[src/rtl/lsg_pkg.sv]
package lsg_pkg;

  // strip length default and frame limit
  localparam int unsigned DefLedCount = 32;
  localparam int unsigned MaxFrame    = 32;

  // update intervals in ms and the wave seeding step
  localparam logic [8:0] CycleMs  = 9'd15;
  localparam logic [8:0] WaveMs   = 9'd5;
  localparam logic [7:0] SeedStep = 8'd32;

  localparam logic [7:0] LevelMax = 8'd255;

  // configuration register indexes
  localparam logic [2:0] REG_ENABLE      = 3'd0;
  localparam logic [2:0] REG_MODE        = 3'd1;
  localparam logic [2:0] REG_SOLID_RED   = 3'd2;
  localparam logic [2:0] REG_SOLID_GREEN = 3'd3;
  localparam logic [2:0] REG_SOLID_BLUE  = 3'd4;
  localparam logic [2:0] REG_STEP_SPEED  = 3'd5;
  localparam logic [2:0] REG_BRIGHTNESS  = 3'd6;

  typedef enum logic [1:0] {
    MODE_SOLID  = 2'd0,
    MODE_CYCLE  = 2'd1,
    MODE_WAVE   = 2'd2,
    MODE_FADE   = 2'd3
  } mode_e;

  typedef struct packed {
    logic [7:0] r;
    logic [7:0] g;
    logic [7:0] b;
  } rgb_t;

  typedef struct packed {
    logic       enable;
    mode_e      mode;
    logic [7:0] speed;
  } cfg_t;

  function automatic logic [7:0] add_sat(logic [7:0] a, logic [7:0] s);
    logic [8:0] sum;
    sum = {1'b0, a} + {1'b0, s};
    return sum[8] ? 8'hFF : sum[7:0];
  endfunction

  function automatic logic [7:0] sub_sat(logic [7:0] a, logic [7:0] s);
    return (a < s) ? 8'h00 : (a - s);
  endfunction

  // one step around the color wheel, one test for each of its six sides, each test sees the previous result
  function automatic rgb_t wheel_step(rgb_t c, logic [7:0] s);
    logic [7:0] r;
    logic [7:0] g;
    logic [7:0] b;
    rgb_t       res;
    r = c.r;
    g = c.g;
    b = c.b;
    if (r == 8'h00 && g == 8'h00 && b == 8'h00) r = 8'hFF;
    if (r == 8'hFF && b == 8'h00) g = add_sat(g, s);
    if (g == 8'hFF && b == 8'h00) r = sub_sat(r, s);
    if (r == 8'h00 && g == 8'hFF) b = add_sat(b, s);
    if (r == 8'h00 && b == 8'hFF) g = sub_sat(g, s);
    if (g == 8'h00 && b == 8'hFF) r = add_sat(r, s);
    if (r == 8'hFF && g == 8'h00) b = sub_sat(b, s);
    res.r = r;
    res.g = g;
    res.b = b;
    return res;
  endfunction

endpackage

[src/rtl/lsg_if.sv]
interface lsg_tick_if;
  logic       valid;
  logic       ready;
  logic [7:0] elapsed_ms;

  modport source (output valid, output elapsed_ms, input ready);
  modport sink (input valid, input elapsed_ms, output ready);
endinterface

interface lsg_pixel_if;
  logic       valid;
  logic       ready;
  logic [4:0] pixel_index;
  logic [7:0] red;
  logic [7:0] green;
  logic [7:0] blue;
  logic [7:0] global_level;
  logic       frame_end;

  modport source (output valid, output pixel_index, output red, output green,
                  output blue, output global_level, output frame_end, input ready);
  modport sink (input valid, input pixel_index, input red, input green,
                input blue, input global_level, input frame_end, output ready);
endinterface

[src/rtl/led_strip_effect_generator.sv]
// led strip effect generator
// tick_i carries one beat per millisecond tick with the time elapsed since the
// previous tick; pixel_o carries one beat per pixel of an emitted frame, in
// pixel order, with frame_end on the last one. the config port takes one
// register write per cycle (enable, mode, solid color, step speed,
// brightness load); the user must write it only while the block is idle,
// as the block itself does not enforce this.
// a tick that does not make an effect update due is absorbed in the cycle it
// is accepted and gives no beats. a due tick makes the sequencer walk the
// whole pixel memory: each pixel is read, recolored and written back, and the
// first min(32, LedCount) of them go out. each pixel passes through read,
// modify and write, send and handshake, and the next tick is taken once the
// last pixel is written back and any output is handed over. the sequencer
// works on one pixel at a time and starts none before the last is through.
// when pixel_o stalls the sequencer holds the pixel in the output register
// and waits; tick_i is not ready until the frame is done.
// reset puts the config registers at their defaults, the strip level at 255
// and the store at black: a flag marks the store as unwritten so reads come
// back black until the first update rewrites every pixel; no clearing pass is run.
module led_strip_effect_generator #(
  parameter int unsigned LedCount = lsg_pkg::DefLedCount
) (
  input  logic                clk_i,
  input  logic                rst_ni,
  lsg_tick_if.sink            tick_i,
  lsg_pixel_if.source         pixel_o,
  input  logic                cfg_we_i,
  input  logic [2:0]          cfg_index_i,
  input  logic [7:0]          cfg_wdata_i
);

  localparam int unsigned AddrW    = (LedCount > 1) ? $clog2(LedCount) : 1;
  localparam int unsigned FrameLen = (LedCount > lsg_pkg::MaxFrame) ?
                                     lsg_pkg::MaxFrame : LedCount;

  // one-hot sequencer states
  typedef enum logic [3:0] {
    ST_IDLE   = 4'b0001,
    ST_READ   = 4'b0010,
    ST_MODIFY = 4'b0100,
    ST_SEND   = 4'b1000
  } state_e;

  state_e state_q, state_d;

  // configuration registers
  lsg_pkg::cfg_t cfg_q;
  lsg_pkg::rgb_t solid_q;
  logic          level_we;

  // effect state
  logic          seeded_q, seeded_d;
  logic          store_valid_q, store_valid_d;
  lsg_pkg::rgb_t seed_q, seed_d;
  lsg_pkg::rgb_t fill_q, fill_d;
  logic [AddrW-1:0] idx_q, idx_d;

  // output register
  logic          out_valid_q, out_valid_d;
  lsg_pkg::rgb_t out_px_q, out_px_d;
  logic [4:0]    out_idx_q, out_idx_d;
  logic [7:0]    out_level_q, out_level_d;
  logic          out_last_q, out_last_d;

  logic          tick_fire;
  logic          upd_due;
  logic [7:0]    level;

  lsg_pkg::rgb_t rd_px, src_px, wheel_in, wheel_out, new_px;
  logic [23:0]   rd_data;
  logic          ram_re, ram_we;

  logic          is_last_px;
  logic          in_frame;

  assign tick_i.ready = (state_q == ST_IDLE);
  assign tick_fire    = tick_i.valid && tick_i.ready;
  assign level_we     = cfg_we_i && cfg_index_i == lsg_pkg::REG_BRIGHTNESS;

  // tick timing and the fade level
  lsg_tick u_tick (
    .clk_i         (clk_i),
    .rst_ni        (rst_ni),
    .cfg_i         (cfg_q),
    .fire_i        (tick_fire),
    .elapsed_ms_i  (tick_i.elapsed_ms),
    .level_we_i    (level_we),
    .level_wdata_i (cfg_wdata_i),
    .due_o         (upd_due),
    .level_o       (level)
  );

  // pixel store, read in the read state, written back in the modify state
  lsg_ram #(
    .Width (24),
    .Depth (LedCount)
  ) u_store (
    .clk_i   (clk_i),
    .we_i    (ram_we),
    .waddr_i (idx_q),
    .wdata_i (new_px),
    .re_i    (ram_re),
    .raddr_i (idx_q),
    .rdata_o (rd_data)
  );

  assign rd_px  = rd_data;
  // an unwritten store reads black
  assign src_px = store_valid_q ? rd_px : '0;

  assign is_last_px = (idx_q == AddrW'(LedCount - 1));
  assign in_frame   = ({1'b0, idx_q} < (AddrW + 1)'(FrameLen));

  // wheel input: rainbow cycle starts from black until seeded, wave from the seed walk
  always_comb begin
    if (cfg_q.mode == lsg_pkg::MODE_CYCLE) begin
      wheel_in = seeded_q ? src_px : '0;
    end else begin
      wheel_in = seeded_q ? src_px : seed_q;
    end
  end

  assign wheel_out = lsg_pkg::wheel_step(wheel_in, cfg_q.speed);

  // new color of the current pixel
  always_comb begin
    new_px = '0;
    if (cfg_q.enable) begin
      unique case (cfg_q.mode)
        lsg_pkg::MODE_SOLID: new_px = solid_q;
        lsg_pkg::MODE_FADE:  new_px = solid_q;
        lsg_pkg::MODE_CYCLE: new_px = (idx_q == '0) ? wheel_out : fill_q;
        lsg_pkg::MODE_WAVE:  new_px = wheel_out;
        default:             new_px = solid_q;
      endcase
    end
  end

  // configuration writes
  always_ff @(posedge clk_i or negedge rst_ni) begin
    if (!rst_ni) begin
      cfg_q.enable <= 1'b1;
      cfg_q.mode   <= lsg_pkg::MODE_SOLID;
      cfg_q.speed  <= 8'd8;
      solid_q      <= '1;
    end else if (cfg_we_i) begin
      unique case (cfg_index_i)
        lsg_pkg::REG_ENABLE:      cfg_q.enable <= cfg_wdata_i[0];
        lsg_pkg::REG_MODE:        cfg_q.mode   <= lsg_pkg::mode_e'(cfg_wdata_i[1:0]);
        lsg_pkg::REG_SOLID_RED:   solid_q.r    <= cfg_wdata_i;
        lsg_pkg::REG_SOLID_GREEN: solid_q.g    <= cfg_wdata_i;
        lsg_pkg::REG_SOLID_BLUE:  solid_q.b    <= cfg_wdata_i;
        lsg_pkg::REG_STEP_SPEED:  cfg_q.speed  <= cfg_wdata_i;
        default: ;
      endcase
    end
  end

  // sequencer
  always_comb begin
    state_d       = state_q;
    idx_d         = idx_q;
    seeded_d      = seeded_q;
    store_valid_d = store_valid_q;
    seed_d        = seed_q;
    fill_d        = fill_q;
    out_valid_d   = out_valid_q;
    out_px_d      = out_px_q;
    out_idx_d     = out_idx_q;
    out_level_d   = out_level_q;
    out_last_d    = out_last_q;
    ram_re        = 1'b0;
    ram_we        = 1'b0;

    if (pixel_o.valid && pixel_o.ready) begin
      out_valid_d = 1'b0;
    end

    unique case (state_q)
      ST_IDLE: begin
        if (cfg_we_i && (cfg_index_i == lsg_pkg::REG_ENABLE ||
                         cfg_index_i == lsg_pkg::REG_MODE)) begin
          seeded_d = 1'b0;
        end
        if (upd_due) begin
          idx_d   = '0;
          seed_d  = '0;
          state_d = ST_READ;
        end
      end
      ST_READ: begin
        ram_re = 1'b1;
        // wave seeding walks one wheel step of 32 per pixel
        if (!seeded_q) begin
          seed_d = lsg_pkg::wheel_step(seed_q, lsg_pkg::SeedStep);
        end
        state_d = ST_MODIFY;
      end
      ST_MODIFY: begin
        ram_we = 1'b1;
        if (idx_q == '0) begin
          fill_d = wheel_out;
        end
        if (in_frame) begin
          out_valid_d = 1'b1;
          out_px_d    = new_px;
          out_idx_d   = 5'(idx_q);
          out_level_d = level;
          out_last_d  = ({1'b0, idx_q} == (AddrW + 1)'(FrameLen - 1));
        end
        state_d = ST_SEND;
      end
      ST_SEND: begin
        if (!out_valid_q) begin
          if (is_last_px) begin
            store_valid_d = 1'b1;
            if (cfg_q.enable && (cfg_q.mode == lsg_pkg::MODE_CYCLE ||
                                 cfg_q.mode == lsg_pkg::MODE_WAVE)) begin
              seeded_d = 1'b1;
            end
            state_d = ST_IDLE;
          end else begin
            idx_d   = idx_q + AddrW'(1);
            state_d = ST_READ;
          end
        end
      end
      default: state_d = ST_IDLE;
    endcase
  end

  always_ff @(posedge clk_i or negedge rst_ni) begin
    if (!rst_ni) begin
      state_q       <= ST_IDLE;
      idx_q         <= '0;
      seeded_q      <= 1'b0;
      store_valid_q <= 1'b0;
      out_valid_q   <= 1'b0;
    end else begin
      state_q       <= state_d;
      idx_q         <= idx_d;
      seeded_q      <= seeded_d;
      store_valid_q <= store_valid_d;
      out_valid_q   <= out_valid_d;
    end
  end

  // payload registers
  always_ff @(posedge clk_i) begin
    seed_q      <= seed_d;
    fill_q      <= fill_d;
    out_px_q    <= out_px_d;
    out_idx_q   <= out_idx_d;
    out_level_q <= out_level_d;
    out_last_q  <= out_last_d;
  end

  assign pixel_o.valid        = out_valid_q;
  assign pixel_o.pixel_index  = out_idx_q;
  assign pixel_o.red          = out_px_q.r;
  assign pixel_o.green        = out_px_q.g;
  assign pixel_o.blue         = out_px_q.b;
  assign pixel_o.global_level = out_level_q;
  assign pixel_o.frame_end    = out_last_q;

endmodule

[src/rtl/lsg_ram.sv]
module lsg_ram #(
  parameter int unsigned Width = 24,
  parameter int unsigned Depth = 32,
  localparam int unsigned AddrW = (Depth > 1) ? $clog2(Depth) : 1
) (
  input  logic                     clk_i,
  input  logic                     we_i,
  input  logic [AddrW-1:0]         waddr_i,
  input  logic [Width-1:0]         wdata_i,
  input  logic                     re_i,
  input  logic [AddrW-1:0]         raddr_i,
  output logic [Width-1:0]         rdata_o
);

  logic [Width-1:0] mem_q [Depth];
  logic [Width-1:0] rdata_q;

  always_ff @(posedge clk_i) begin
    if (we_i) begin
      mem_q[waddr_i] <= wdata_i;
    end
    if (re_i) begin
      rdata_q <= mem_q[raddr_i];
    end
  end

  assign rdata_o = rdata_q;

endmodule

[src/rtl/lsg_tick.sv]
module lsg_tick (
  input  logic                clk_i,
  input  logic                rst_ni,
  input  lsg_pkg::cfg_t       cfg_i,
  input  logic                fire_i,
  input  logic [7:0]          elapsed_ms_i,
  input  logic                level_we_i,
  input  logic [7:0]          level_wdata_i,
  output logic                due_o,
  output logic [7:0]          level_o
);

  logic [15:0] ms_q, ms_d;
  logic [7:0]  level_q, level_d;
  logic        rising_q, rising_d;
  logic [16:0] sum;
  logic [15:0] sat;
  logic [8:0]  interval;
  logic        due;

  assign sum = {1'b0, ms_q} + {9'd0, elapsed_ms_i};
  assign sat = sum[16] ? 16'hFFFF : sum[15:0];

  always_comb begin
    interval = 9'd0;
    if (cfg_i.enable) begin
      unique case (cfg_i.mode)
        lsg_pkg::MODE_CYCLE: interval = lsg_pkg::CycleMs;
        lsg_pkg::MODE_WAVE:  interval = lsg_pkg::WaveMs;
        lsg_pkg::MODE_FADE:  interval = {cfg_i.speed, 1'b0};
        default:             interval = 9'd0;
      endcase
    end
  end

  assign due = sat >= {7'd0, interval};

  always_comb begin
    ms_d     = ms_q;
    level_d  = level_q;
    rising_d = rising_q;
    if (level_we_i) begin
      level_d = level_wdata_i;
    end
    if (fire_i) begin
      ms_d = due ? 16'd0 : sat;
      if (due && cfg_i.enable && cfg_i.mode == lsg_pkg::MODE_FADE) begin
        if (level_q == lsg_pkg::LevelMax) begin
          rising_d = 1'b0;
        end else if (level_q == 8'd0) begin
          rising_d = 1'b1;
        end
        level_d = rising_d ? level_q + 8'd1 : level_q - 8'd1;
      end
    end
  end

  always_ff @(posedge clk_i or negedge rst_ni) begin
    if (!rst_ni) begin
      ms_q     <= 16'd0;
      level_q  <= lsg_pkg::LevelMax;
      rising_q <= 1'b1;
    end else begin
      ms_q     <= ms_d;
      level_q  <= level_d;
      rising_q <= rising_d;
    end
  end

  assign due_o   = fire_i && due;
  assign level_o = level_q;

endmodule
[src/flat_wrapper.sv]
// flat-port wrapper written by rule: the top's interface ports become plain ports
module led_strip_effect_generator_flat 
#(
  parameter int unsigned LedCount = lsg_pkg::DefLedCount
)
  (clk_i, rst_ni, cfg_we_i, cfg_index_i, cfg_wdata_i, tick_i_valid, tick_i_elapsed_ms, tick_i_ready, pixel_o_valid, pixel_o_pixel_index, pixel_o_red, pixel_o_green, pixel_o_blue, pixel_o_global_level, pixel_o_frame_end, pixel_o_ready);
  lsg_tick_if tick_i_i ();
  lsg_pixel_if pixel_o_i ();
  input  logic clk_i;
  input  logic rst_ni;
  input  logic cfg_we_i;
  input  logic [2:0] cfg_index_i;
  input  logic [7:0] cfg_wdata_i;
  input wire logic [$bits(tick_i_i.valid)-1:0] tick_i_valid;
  input wire logic [$bits(tick_i_i.elapsed_ms)-1:0] tick_i_elapsed_ms;
  output wire logic [$bits(tick_i_i.ready)-1:0] tick_i_ready;
  output wire logic [$bits(pixel_o_i.valid)-1:0] pixel_o_valid;
  output wire logic [$bits(pixel_o_i.pixel_index)-1:0] pixel_o_pixel_index;
  output wire logic [$bits(pixel_o_i.red)-1:0] pixel_o_red;
  output wire logic [$bits(pixel_o_i.green)-1:0] pixel_o_green;
  output wire logic [$bits(pixel_o_i.blue)-1:0] pixel_o_blue;
  output wire logic [$bits(pixel_o_i.global_level)-1:0] pixel_o_global_level;
  output wire logic [$bits(pixel_o_i.frame_end)-1:0] pixel_o_frame_end;
  input wire logic [$bits(pixel_o_i.ready)-1:0] pixel_o_ready;
  assign tick_i_i.valid = tick_i_valid;
  assign tick_i_i.elapsed_ms = tick_i_elapsed_ms;
  assign tick_i_ready = tick_i_i.ready;
  assign pixel_o_valid = pixel_o_i.valid;
  assign pixel_o_pixel_index = pixel_o_i.pixel_index;
  assign pixel_o_red = pixel_o_i.red;
  assign pixel_o_green = pixel_o_i.green;
  assign pixel_o_blue = pixel_o_i.blue;
  assign pixel_o_global_level = pixel_o_i.global_level;
  assign pixel_o_frame_end = pixel_o_i.frame_end;
  assign pixel_o_i.ready = pixel_o_ready;
  led_strip_effect_generator #(.LedCount(LedCount)) u_core (.clk_i(clk_i), .rst_ni(rst_ni), .tick_i(tick_i_i), .pixel_o(pixel_o_i), .cfg_we_i(cfg_we_i), .cfg_index_i(cfg_index_i), .cfg_wdata_i(cfg_wdata_i));
endmodule
[config.mk]
export PLATFORM = sky130hd
export DESIGN_NAME = led_strip_effect_generator_flat
export DESIGN_NICKNAME = d
export VERILOG_FILES = /design/src/rtl/lsg_pkg.sv /design/src/rtl/lsg_if.sv /design/src/rtl/led_strip_effect_generator.sv /design/src/rtl/lsg_ram.sv /design/src/rtl/lsg_tick.sv /design/src/flat_wrapper.sv
export SDC_FILE = /design/constraint.sdc
export NUM_CORES = 1
export LEC_CHECK = 0
export BUFFER_PORTS_ARGS = -buffer_cell sky130_fd_sc_hd__buf_2
export CORE_MARGIN = 10
export CORE_UTILIZATION = 35
export DETAILED_ROUTE_END_ITERATION = 12
export PLACE_DENSITY = 0.54
export SYNTH_ARGS = -nofsm -noshare
export SYNTH_HDL_FRONTEND = slang
export SYNTH_HIERARCHICAL = 1
export SYNTH_SLANG_ARGS = --single-unit
[constraint.sdc]
create_clock -name clk_i -period 15.3 [get_ports clk_i]
set_input_delay 0 -clock clk_i [delete_from_list [all_inputs] [get_ports clk_i]]
set_output_delay 0 -clock clk_i [all_outputs]
set_load 0.01 [all_outputs]
Word level (Yosys, flattened, before mapping)
Memories as Yosys holds them, arrays and structs flattened. A register that Yosys moved wholly into a read port is not among the register bits.
Index checks and enable logic that the tools add are counted.

word-level totals
  flip-flop bits (word level) = 158
  bits in writable memories = 768
  bits of input ports = 24
  output and inout port bits = 40
  word-level logic and storage cells = 216
  memories kept = 1

memory list
  name                  depth  width  rd ports  clocked after memory_dff  write ports  RTL line       RTL
  u_core.u_store.mem_q  32     24     1         1                         1            lsg_ram.sv:15  logic [Width-1:0] mem_q [Depth];

operators by class
  add/sub/neg operators = 16
  $lt $le $gt $ge = 7
  equality and inequality tests = 30
  mux-type cells = 79
  bitwise gates (word level) = 1
  reductions and logical operators = 56

operators by type and width
  cell                   count
  $mux W8                42
  $mux W24               8
  $logic_not A8 Y1       11
  $eq A8 B8 Y1 const B   9
  $pmux W24 S3           1
  $pmux W24 S2           1
  $mux W16               2
  $add A8 B6 Y9 const B  3
  $add A8 B8 Y9          3
  $pmux W9 S3            1
  $logic_and A1 B1 Y1    24
  $lt A8 B6 Y1 const B   3
  $lt A8 B8 Y1           3
  $sub A8 B6 Y8 const B  3
  $sub A8 B8 Y8          3
  $add A16 B8 Y17        1
  $ge A16 B9 Y1          1
  $pmux W4 S4            1
  $reduce_and A2 Y1      8
  $mux W5                3
  $mux W1                14
  $ne A2 B2 Y1 const B   5
  $pmux W5 S2            1
  $eq A3 B3 Y1 const B   3
  other kinds (27)       35

Logic depth before layout (Yosys ltp)
  depth after elaboration = 36
  gate-level depth with buffers = 37
  mapped depth without buffers = 33

Modules after synthesis
Netlist, hierarchy kept.

by module, submodules not included
  module                      instances  cells an instance  area an instance (sq um)
  lsg_ram                     1          1711               30720.7
  led_strip_effect_generator  1          1068               10168.5
  lsg_tick                    1          252                2244.7

Least setup slack after synthesis
Ideal clock, no wire load.

  kind = register to register
  start = reg u_core/cfg_q[9] (netlist name)
  end = reg u_core.out_px_q (netlist bit u_core/pixel_o.blue[0]), data pin
  data arrival time = 7.502 ns
  data required time = 14.918 ns
  slack = 7.416 ns
  stages on the path, launching flop included = 37
  buffers on the path = 4
  cells stage by stage = dfrtp_1 > inv_1 > ha_1 > buf_2 > nor2_2 > buf_2 > a22o_1 > or4_1 > nor4_4 > nand2_1 > nand2_1 > ha_1 > a21oi_1 > a32oi_1 > nor2_1 > o21ai_0 > clkbuf_1 > and3b_1 > nor2_1 > inv_1 > ha_1 > fa_1 > a21oi_1 > nor2_1 > nor2_1 > o21bai_1 > a21oi_1 > nor2b_1 > o21ai_0 > nand2b_1 > buf_1 > a41o_1 > and3_1 > o21ai_4 > mux2i_1 > o211ai_1 > a21oi_1

RTL lines
  element               RTL line                           RTL
  start, declared       led_strip_effect_generator.sv:47   lsg_pkg::cfg_t cfg_q;
  end signal, assigned  led_strip_effect_generator.sv:252  out_px_q <= out_px_d;
  end, declared         led_strip_effect_generator.sv:60   lsg_pkg::rgb_t out_px_q, out_px_d;

==> results.cfg <==
[clock_tree]
tritoncts = built
postCtsSetupRepairBufs = 0
cts_made_buffers = 97
clk_latency_ps = 670
cts.clk_slew.worst_paths_ps = 60
clock-sinks = 950
h-tree-depth = 3
root_buffer = clkbuf_16
clock_path_buffers = 3

[placed_design]
port_buffers = 63
hpwlAfterDp_um = 70900
place_inst = 4645
gp_congestion = 0.869

[critical_path]
worst-r2r-setup-slack_ps = 5490
arrival_ps = 10030
rr_startpoint = u_core/cfg_q[9]
r2r_end = u_core/u_store/mem_q[15][4]
end_kind = flip-flop
cp-start-kind = flip-flop
worstPathRequired_ps = 15510
cp_max_fo = 33
r2r_cells = 30
critical_path_class = reg -> reg
max_stage_delay_ps = 990
crit_slowest_cell = o21ai_0

[synth]
synthCells = 3031
synth_top_area_share_pct = 61.1
ys.flop_type = edfxtp_1
synth-async-reset-ratio_pct = 7.58
syn_area_um2 = 43100
synthSimpleGateAreaFrac_pct = 7.71
synth_most_common_cell = edfxtp_1
synth_top_family_by_area = multiplexers
synth_edf_count = 878
ys_top_cells_by_count = 878 x edfxtp_1, 409 x mux2i_1, 175 x nor2_1
yosys.area.top_type = edfxtp_1
synth_nets = 3146
synth_area_leaders = edfxtp_1 61%, mux2i_1 9.5%, ha_1 2.4%
ys_ff_latch = 950
ys_seq_area_share_pct = 65.4
synth-xor-area-share_pct = 1.04
ys_warn_count = 6
synth.distinct_cells = 101
avgSynthCellArea_um2 = 14.2
synthAdderAreaFrac_pct = 2.78
synth_compound_area_share_pct = 9.44
yosys-mux-area-fraction_pct = 11.0

[floorplanning]
die_x_um = 371
core_um2 = 122000
fp.dieH_um = 371
ioPinCount = 64
rows = 128
die-area_um2 = 138000
initial_core_util_pct = 35.3

[timing]
tightestPinTransition_ps = 1290
max_freq_mhz = 102
setup_violations = 0
slew_headroom_pct = 13.4
hold_ws_ps = 39.4
finalHoldViolCount = 0
final.min_clock_period_ps = 9810
fin_tns_setup_ps = 0
slew_viol_final = 0
rsz0062_at_grt = false
skew_ps = 38.7
fin_crit_sh_pct = 64.1

[grt]
gr-total-overflow = 0
grt_pass1_wl_um = 171000
grt_max_degree = 105
grt_usage_pct = 16.5
antenna_found_initial = 8
grt_pass1_vias = 25254

[route]
drt-initial-drc-count = 2184
first_pass_iters = 5
drt_wl_total_um = 117000
route.detailed.drc = 0
via_per_inst = 5.41
wl_per_cell_um = 24.1
antenna_left = 0
routed-via-count = 26237

[layout]
layoutNonFillerInstCount = 4848
fin_nets = 3256
fill_cells = 11340
area_growth_pct = 13.0
drive_above_1_share_pct = 14.7

[hold_path]
min_path_type = in -> async

[power_and_ir_drop]
power_density_nw_per_um2 = 150
peakVddDrop_v = 0.000102
power_leakage_nw = 16.2

[outcome]
status = finished, final reports clean

[run]
drv_cap = 0
[layout by cell type, fill, tap and decap left out, types with 11 or more instances in the layout]
master and count:
edfxtp_1 878, mux2i_1 409, nand2_1 174, a21oi_1 157, nor2_1 135, clkbuf_16 98, nand3_1 97, a22oi_1 87
ha_1 83, buf_4 73, inv_1 72, buf_2 62, a22o_1 59, o21ai_0 54, mux2_2 50, nor3_1 48
nor2_2 38, a31oi_1 36, dfstp_2 36, dfrtp_1 35, o21a_1 30, xnor2_1 30, a21o_1 28, nand2b_1 23
dlygate4sd3_1 22, nor2b_1 22, xor2_1 21, clkbuf_1 19, clkinv_2 19, clkinv_1 18, nand4_1 17, and3_1 14
o211ai_1 12, or3_1 12, o211a_1 11, or2_2 11
[power by group]
part	switching [mW]	internal [mW]	leakage, nW	total [mW]
clock network	0.992	1.33	1.52	2.32
registers	0.115	3.17	8.90	3.28
logic	1.10	0.592	5.75	1.69
[state kept, by name, summed over array words and instances (netlist names), 8 cells and up]
register,cells
u_core/fill_q,24
u_core/cfg_q,11
u_core/u_tick/level_o,8
u_core/pixel_o.blue,8
u_core/u_store/rdata_o,24
u_core/seed_q,24
u_core/pixel_o.green,8
u_core/solid_q,24
u_core/pixel_o.global_level,8
u_core/pixel_o.red,8
u_core/u_store/mem_q,768
u_core/u_tick/ms_q,16
[repair_timing]
action                                 CTS  global route
hold buffers                            22             0
resized for setup                        0             0
endpoints found under the hold margin  125             0
[metrics by stage]
step / setup slack, ps / power [mW] / util [%] / instance area, um^2
final: 5490 / 7.29 / 40.0 / 48800
after CTS: 5640 / 7.35 / 39.9 / 48700
after global routing: 4640 / 7.65 / 39.9 / 48700
after floorplan: 7420 / 4.47 / - / 43100
after global placement: 5690 / 5.00 / 37.2 / 45400
after detailed placement: 5660 / 5.01 / 37.2 / 45400
[kinds of logic after synthesis]
logic type,after synthesis
adders and majority gates,91
buffers and inverters,223
DFF,950
xor gates and xnor gates,51
AOI/OAI and AO/OA,580
and+or+nand+nor,672
muxes,464
[worst max-delay path by stage]
stage | start | to | slack [ps]
2_1_floorplan | u_core/cfg_q[9] | u_core/pixel_o.blue[0] | 7420
3_3_place_gp | u_core/cfg_q[9] | u_core/u_store/mem_q[5][4] | 5690
3_5_place_dp | u_core/cfg_q[9] | u_core/u_store/mem_q[6][4] | 5660
4_1_cts | u_core/cfg_q[9] | u_core/u_store/mem_q[15][4] | 5640
5_1_grt | u_core/cfg_q[9] | u_core/u_store/mem_q[14][4] | 4640
6_report | u_core/cfg_q[9] | u_core/u_store/mem_q[15][4] | 5490
[routing by layer]
layer / global-route usage [%] / vias to the layer above / part of all wire [%]
li1: - / 11946 / -
met4: 5.18 / 2 / 2.8
met2: 26.0 / 670 / 46
met1: 23.2 / 13442 / 45
met3: 2.38 / 177 / 5.3
met5: 0 / - / 0.011
[area by class of cell]
type	count	area, um^2	area share [%]
timing repair buffer	159	1120	2.29
multi-input combinational	1858	14000	28.6
antenna	8	20.0	0.0411
inverter	75	283	0.580
sequential	950	28200	57.9
clock buffer	121	2580	5.29
clock inverter	52	544	1.12
tap	1625	2030	4.17
[worst max-delay path, delay by kind of cell (launching register included)]
family          cells  cell delay (ps)
compound gates     13             4540
simple gates       11             2590
fa+ha+maj           4             1460
flops               1              460
mux                 1              190
buf+inv             1               90
Power figures use the tool's default switching activity.
